--- config.mk ---
export PLATFORM = sky130hd
export DESIGN_NAME = rgb_to_hsv_pixel
export DESIGN_NICKNAME = d
export VERILOG_FILES = /design/src/hw/rtl/r2h_pkg.sv /design/src/hw/rtl/rgb_to_hsv_pixel.sv
export SDC_FILE = /design/constraint.sdc
export NUM_CORES = 1
export LEC_CHECK = 0
export ABC_AREA = 1
export BUFFER_PORTS_ARGS = -buffer_cell sky130_fd_sc_hd__buf_2
export CORE_UTILIZATION = 55
export DETAILED_ROUTE_END_ITERATION = 6
export GPL_ROUTABILITY_DRIVEN = 0
export GPL_TIMING_DRIVEN = 0
export PLACE_DENSITY = 0.83
export SETUP_SLACK_MARGIN = 0.15
export SYNTH_ARGS = -nofsm -noshare
export SYNTH_HDL_FRONTEND = slang
export SYNTH_SLANG_ARGS = --single-unit
--- constraint.sdc ---
create_clock -name clk_i -period 5.9 [get_ports clk_i]
set_clock_uncertainty 0.05 [all_clocks]
set_input_delay 0.59 -clock clk_i [delete_from_list [all_inputs] [get_ports clk_i]]
set_output_delay 0.59 -clock clk_i [all_outputs]
set_load 0.02 [all_outputs]
--- src/hw/rtl/r2h_pkg.sv ---
`timescale 1ns / 1ps
// ----------------------------------------------------------------------------
// r2h_pkg
// Shared constants for the RGB to HSV pixel converter.
// ----------------------------------------------------------------------------
package r2h_pkg;

  // Default width of one colour component
  localparam int unsigned COMPONENT_BITS_DEF = 8;

  // Hue is a Q0.16 fraction of the circle
  localparam int unsigned HUE_BITS = 16;

endpackage

--- src/hw/rtl/rgb_to_hsv_pixel.sv ---
`timescale 1ns / 1ps
// ----------------------------------------------------------------------------
// rgb_to_hsv_pixel
// Streaming RGB to HSV conversion, fixed point, one pixel per clock unless the pipeline is full.
// ----------------------------------------------------------------------------
// Takes one pixel per cycle while some stage is empty or the output is ready,
// and returns one HSV beat per pixel through HUE_BITS + 2 stages. The count
// is set by the hue divider, which resolves one quotient bit per stage; the
// saturation divider runs alongside it in the first COMPONENT_BITS. Every stage holds
// its own valid bit and fills bubbles under backpressure, so the block keeps
// taking pixels while a finished beat waits at the output.
module rgb_to_hsv_pixel #(
  parameter int unsigned COMPONENT_BITS = r2h_pkg::COMPONENT_BITS_DEF
) (
  input  logic clk_i,
  input  logic rst_ni,
  input  logic s_axis_tvalid,
  output logic s_axis_tready,
  // red, green, blue from the lowest bit up, zero padded to bytes
  input  logic [((3*COMPONENT_BITS+7)/8)*8-1:0] s_axis_tdata,
  output logic m_axis_tvalid,
  input  logic m_axis_tready,
  // hue, saturation, brightness from the lowest bit up, zero padded to bytes
  output logic [((r2h_pkg::HUE_BITS+2*COMPONENT_BITS+7)/8)*8-1:0] m_axis_tdata
);
  import r2h_pkg::*;

  localparam int unsigned CB   = COMPONENT_BITS;
  localparam int unsigned HB   = HUE_BITS;
  localparam int unsigned NS   = HUE_BITS;       // divider stages
  localparam int unsigned L    = NS + 2;         // all stages
  localparam int unsigned SW   = CB + 3;         // width of 6*delta
  localparam int unsigned NW   = CB + 4;         // signed numerator width
  localparam int unsigned OW   = ((HB+2*CB+7)/8)*8;

  // Per-stage valid bits and advance enables
  logic [L-1:0] v_q;
  logic [L-1:0] go;

  // Advance a stage when it is empty or its successor moves
  always_comb begin
    go[L-1] = !v_q[L-1] || m_axis_tready;
    for (int i = L-2; i >= 0; i--) begin
      go[i] = !v_q[i] || go[i+1];
    end
  end

  assign s_axis_tready = go[0];

  always_ff @(posedge clk_i or negedge rst_ni) begin
    if (!rst_ni) begin
      v_q <= '0;
    end else begin
      if (go[0]) begin
        v_q[0] <= s_axis_tvalid;
      end
      for (int i = 1; i < L; i++) begin
        if (go[i]) begin
          v_q[i] <= v_q[i-1];
        end
      end
    end
  end

  // Stage A: unpack, find largest and smallest component
  logic [CB-1:0] in_r, in_g, in_b, in_hi, in_lo;
  logic [CB-1:0] a_r_q, a_g_q, a_b_q, a_hi_q, a_lo_q;

  assign in_r = s_axis_tdata[CB-1:0];
  assign in_g = s_axis_tdata[2*CB-1:CB];
  assign in_b = s_axis_tdata[3*CB-1:2*CB];

  always_comb begin
    in_hi = (in_r > in_g) ? in_r : in_g;
    in_hi = (in_hi > in_b) ? in_hi : in_b;
    in_lo = (in_r < in_g) ? in_r : in_g;
    in_lo = (in_lo < in_b) ? in_lo : in_b;
  end

  always_ff @(posedge clk_i) begin
    if (go[0]) begin
      a_r_q  <= in_r;
      a_g_q  <= in_g;
      a_b_q  <= in_b;
      a_hi_q <= in_hi;
      a_lo_q <= in_lo;
    end
  end

  // Divider pipeline registers, index 0 is stage B
  logic [SW-1:0]   hrem_q [NS+1];
  logic [SW-1:0]   span_q [NS+1];
  logic [HB-1:0]   hq_q   [NS+1];
  logic [CB-1:0]   srem_q [NS+1];
  logic [CB-1:0]   slo_q  [NS+1];
  logic [CB-1:0]   sq_q   [NS+1];
  logic [CB-1:0]   hi_q   [NS+1];
  logic            grey_q [NS+1];

  // Stage B: delta, hue numerator and divisor, saturation dividend
  logic [CB-1:0]        b_delta;
  logic [2*CB-1:0]      b_sdiv;
  logic signed [NW-1:0] b_d, b_num;
  logic [SW-1:0]        b_span;

  always_comb begin
    b_delta = a_hi_q - a_lo_q;
    b_sdiv  = {b_delta, CB'(0)} - {CB'(0), b_delta};
    b_d     = signed'({4'b0, b_delta});
    b_span  = {1'b0, b_delta, 2'b0} + {2'b0, b_delta, 1'b0};
    if (a_r_q == a_hi_q) begin
      b_num = signed'({4'b0, a_g_q}) - signed'({4'b0, a_b_q});
    end else if (a_g_q == a_hi_q) begin
      b_num = (b_d <<< 1) + signed'({4'b0, a_b_q}) - signed'({4'b0, a_r_q});
    end else begin
      b_num = (b_d <<< 2) + signed'({4'b0, a_r_q}) - signed'({4'b0, a_g_q});
    end
    if (b_num < 0) begin
      b_num = b_num + signed'({1'b0, b_span});
    end
  end

  always_ff @(posedge clk_i) begin
    if (go[1]) begin
      hrem_q[0] <= b_num[SW-1:0];
      span_q[0] <= b_span;
      hq_q[0]   <= '0;
      srem_q[0] <= b_sdiv[2*CB-1:CB];
      slo_q[0]  <= b_sdiv[CB-1:0];
      sq_q[0]   <= '0;
      hi_q[0]   <= a_hi_q;
      grey_q[0] <= (b_delta == '0);
    end
  end

  // Restoring division, one hue quotient bit per stage, one saturation bit in the first CB
  for (genvar k = 1; k <= NS; k++) begin : g_div
    logic [SW:0]   ht;
    logic          hbit;
    logic [CB:0]   st;
    logic          sbit;

    always_comb begin
      ht   = {hrem_q[k-1], 1'b0};
      hbit = (ht >= {1'b0, span_q[k-1]});
      st   = {srem_q[k-1], slo_q[k-1][CB-1]};
      sbit = (st >= {1'b0, hi_q[k-1]});
    end

    always_ff @(posedge clk_i) begin
      if (go[k+1]) begin
        hrem_q[k] <= hbit ? SW'(ht - {1'b0, span_q[k-1]}) : ht[SW-1:0];
        hq_q[k]   <= {hq_q[k-1][HB-2:0], hbit};
        span_q[k] <= span_q[k-1];
        hi_q[k]   <= hi_q[k-1];
        grey_q[k] <= grey_q[k-1];
        if (k <= CB) begin
          srem_q[k] <= sbit ? CB'(st - {1'b0, hi_q[k-1]}) : st[CB-1:0];
          slo_q[k]  <= slo_q[k-1] << 1;
          sq_q[k]   <= {sq_q[k-1][CB-2:0], sbit};
        end else begin
          srem_q[k] <= srem_q[k-1];
          slo_q[k]  <= slo_q[k-1];
          sq_q[k]   <= sq_q[k-1];
        end
      end
    end
  end

  // Drive the result beat; grey pixels carry zero hue and saturation
  logic [HB-1:0] out_hue;
  logic [CB-1:0] out_sat;

  assign out_hue = grey_q[NS] ? '0 : hq_q[NS];
  assign out_sat = grey_q[NS] ? '0 : sq_q[NS];

  assign m_axis_tvalid = v_q[L-1];
  assign m_axis_tdata  = OW'({hi_q[NS], out_sat, out_hue});

  // Checks
  ap_grey_hue : assert property (@(posedge clk_i) disable iff (!rst_ni)
    (m_axis_tvalid && m_axis_tdata[HB+CB-1:HB] == '0) |-> (m_axis_tdata[HB-1:0] == '0))
    else $error("nonzero hue on a grey pixel");

  ap_black : assert property (@(posedge clk_i) disable iff (!rst_ni)
    (m_axis_tvalid && m_axis_tdata[HB+2*CB-1:HB+CB] == '0)
      |-> (m_axis_tdata[HB+CB-1:0] == '0))
    else $error("black pixel with nonzero hue or saturation");

  ap_flow : assert property (@(posedge clk_i) disable iff (!rst_ni)
    m_axis_tready |-> s_axis_tready)
    else $error("input stalled while output drains");

endmodule

==> impl_metrics.json <==
{
  "outcome": "complete, no violations",
  "finalHoldViolations": 0,
  "routed_wl_mm": 82.6,
  "ys_ff_latch": 853,
  "crit_path_start": "a_hi_q[0]",
  "fin_nets": 4154,
  "synth_warnings": 0,
  "cts_root_buf": "clkbuf_16",
  "finalCritPeriodShare_pct": 91.9,
  "critical-path-max-stage-delay_ps": 540,
  "cpMostUsedCell": "inv_1",
  "setup_viol": 0,
  "mostFrequentLayoutCells": "edfxtp_1 (835), nand2_1 (611), inv_1 (560), ha_1 (309), o21ai_0 (233)",
  "crit_fanout": 5,
  "grt_max_degree": 51,
  "critical-path-top-delay-family": "adder cells",
  "initial_utilization_pct": 55.9,
  "post-route-min-period_ps": 5420,
  "dr.pass1.iters": 7,
  "gr-total-overflow": 0,
  "synth_nets": 3988,
  "drt-vias-per-instance": 5.50,
  "grt_pass1_vias": 27149,
  "clk_pin_slew_ps": 60,
  "path_buf_inv": 5,
  "synth_largest_area_cell": "edfxtp_1",
  "hold_depth": 3,
  "clock_latency_ps": 670,
  "syn-mean-instance-area_sq_um": 11.6,
  "chipHeight_um": 278,
  "layout-drive-gt1-share_pct": 8.43,
  "pin_count": 62,
  "route.vias.total": 26495,
  "dieArea_sq_um": 77300,
  "ys_seq_area_share_pct": 60.9,
  "ant_nets": 0,
  "dp_hpwl_mm": 58.0,
  "crit_path_end_kind": "flip-flop",
  "synth_area_sq_um": 41900,
  "die_x_um": 278,
  "area_delta_synth_final_pct": 11.2,
  "coreArea_sq_um": 74900,
  "crit_path_start_kind": "flip-flop",
  "worst_pin_slew_ps": 1350,
  "synth_edf_count": 835,
  "grtUsageTotal_pct": 21.7,
  "post_drt_wl_per_cell_um": 17.2,
  "worstSetupPathType": "reg -> reg",
  "cp_data_required_time_ps": 6260,
  "layout_commonest_cell": "edfxtp_1",
  "slew_headroom_pct": 9.53,
  "synth_area_leaders": "edfxtp_1 (60%), ha_1 (9.2%), nand2_1 (5.5%), inv_1 (5.1%), o21ai_0 (2.8%)",
  "cts.sinks": 853,
  "grt_pass1_wl_mm": 134,
  "drtIter0Drc": 1966,
  "rsz0062_at_grt": "true",
  "min_from": "s_axis_tvalid",
  "finalMaxSlewViolations": 0,
  "io_buffers": 61,
  "cts_tree": "yes",
  "cap_violations": 0,
  "rows": 100,
  "worstHoldPathType": "in -> reg",
  "rr_worst_depth": 26,
  "fmax_mhz": 184,
  "clock_path_buffers": 3,
  "synth-async-reset-ratio_pct": 2.11,
  "drc": 0,
  "htreeDepth": 3,
  "numCtsBuffers": 83,
  "syn_inst": 3610,
  "fin_setup_tns_ps": 0,
  "synthFlopType": "edfxtp_1",
  "n_fill_cell": 5272,
  "r2r-start": "a_hi_q[0]",
  "crit_arrival_ps": 5780,
  "yosysTopAreaCellShare_pct": 59.8,
  "cp_slowest_cell": "fa_1",
  "antenna_found_initial": 0,
  "synth.distinct_cells": 54,
  "cp.depth": 26
}
## worst paths after layout
kind | slack, ps | to
setup / recovery | 480 | hrem_q[0][10]
hold / removal | 130 | v_q[0]
setup reg to reg | 480 | hrem_q[0][10]
hold reg to reg | 350 | grey_q[0][12]
max in group asynchronous | 4990 | v_q[6]
min in group asynchronous | 410 | v_q[14]
## area by class of cell
class	instances	area, sq um	area share, %
antenna	1	2.50	0.00537
sequential	853	25500	54.8
buffer	24	136	0.293
clock buffer	97	2160	4.63
inverter	589	2210	4.74
timing repair buffer	74	513	1.10
multi-input combinational	2151	14200	30.5
clock inverter	55	643	1.38
tap	969	1210	2.60
## layer usage
layer	up-vias	GRT usage [%]	wire, um
li1	12766	-	-
met1	12570	22.4	29500
met2	851	41.3	44500
met3	308	3.17	3720
met4	0	12.6	4900
met5	-	0	0
## tightest hold or removal path, cell delays in order
cell,delay [ps]
buf_2,70
inv_1,70
nand2_1,70
## state kept, by name, indices dropped and copies added, names as in the netlist
| register | flops |
|---|---|
| slo_q | 34 |
| a_hi_q | 8 |
| v_q | 18 |
| span_q | 147 |
| hq_q | 136 |
| hrem_q | 161 |
| a_r_q | 8 |
| grey_q | 17 |
| sq_q | 100 |
| a_g_q | 8 |
| hi_q | 136 |
| srem_q | 64 |
| a_b_q | 8 |
| a_lo_q | 8 |
## per-stage QoR
step	setup slack [ps]	util, %	std cells	hold slack [ps]	area [sq um]
floorplan	179	-	3610	244	41900
global placement	-1440	57.9	4640	350	43400
detailed placement	-1800	58.2	4648	355	43600
CTS	208	62.1	4808	85.4	46500
global route	17.5	62.2	4812	105	46600
finish	475	62.2	4813	131	46600
## cell usage after synthesis (3+ instances only)
| library cell | instances |
|---|---|
| or2_2 | 22 |
| o21a_1 | 7 |
| edfxtp_1 | 835 |
| buf_6 | 3 |
| o211ai_2 | 3 |
| o211ai_1 | 5 |
| inv_2 | 11 |
| nor3_1 | 30 |
| a211oi_1 | 12 |
| nand3_2 | 3 |
| fa_1 | 41 |
| nor2_1 | 144 |
| a211o_1 | 3 |
| a31oi_1 | 17 |
| ha_1 | 309 |
| nand4_1 | 35 |
| nand2_2 | 19 |
| clkbuf_1 | 6 |
| o31ai_1 | 4 |
| a21o_1 | 27 |
| a221oi_1 | 7 |
| nand2_1 | 615 |
| o21ai_1 | 38 |
| a21oi_1 | 179 |
| nor4_1 | 4 |
| a31o_2 | 8 |
| nand4_4 | 3 |
| o21ai_0 | 233 |
| dfrtp_1 | 18 |
| inv_1 | 568 |
| nor2_4 | 4 |
| xor2_1 | 131 |
| clkinv_1 | 10 |
| o21bai_1 | 6 |
| buf_2 | 13 |
| nor3b_1 | 3 |
| o21ai_2 | 3 |
| xnor2_1 | 71 |
| nand3_1 | 135 |
## cell families after synthesis
| kind of cell | after synthesis | synth area share [%] |
|---|---|---|
| flip-flops | 853 | 60.9 |
| XOR/XNOR | 202 | 4.22 |
| adder cells (fa/ha/maj) | 350 | 11.2 |
| buffers and inverters | 613 | 5.60 |
| AND/OR/NAND/NOR | 1030 | 10.6 |
| AO/OA/AOI/OAI | 562 | 7.48 |
## timing repair
item	4_1_cts	5_1_grt
gates cloned	6	1
setup endpoints to repair	321	3
hold buffers	1	0
endpoints found under the hold margin	18	0
gates resized for setup	3	7
pin swaps	6	1
buffers inserted	1	3
Power is left out: the tool's default activity adds up to more than one toggle a clock period on the data nets, which glitch-free logic cannot reach.
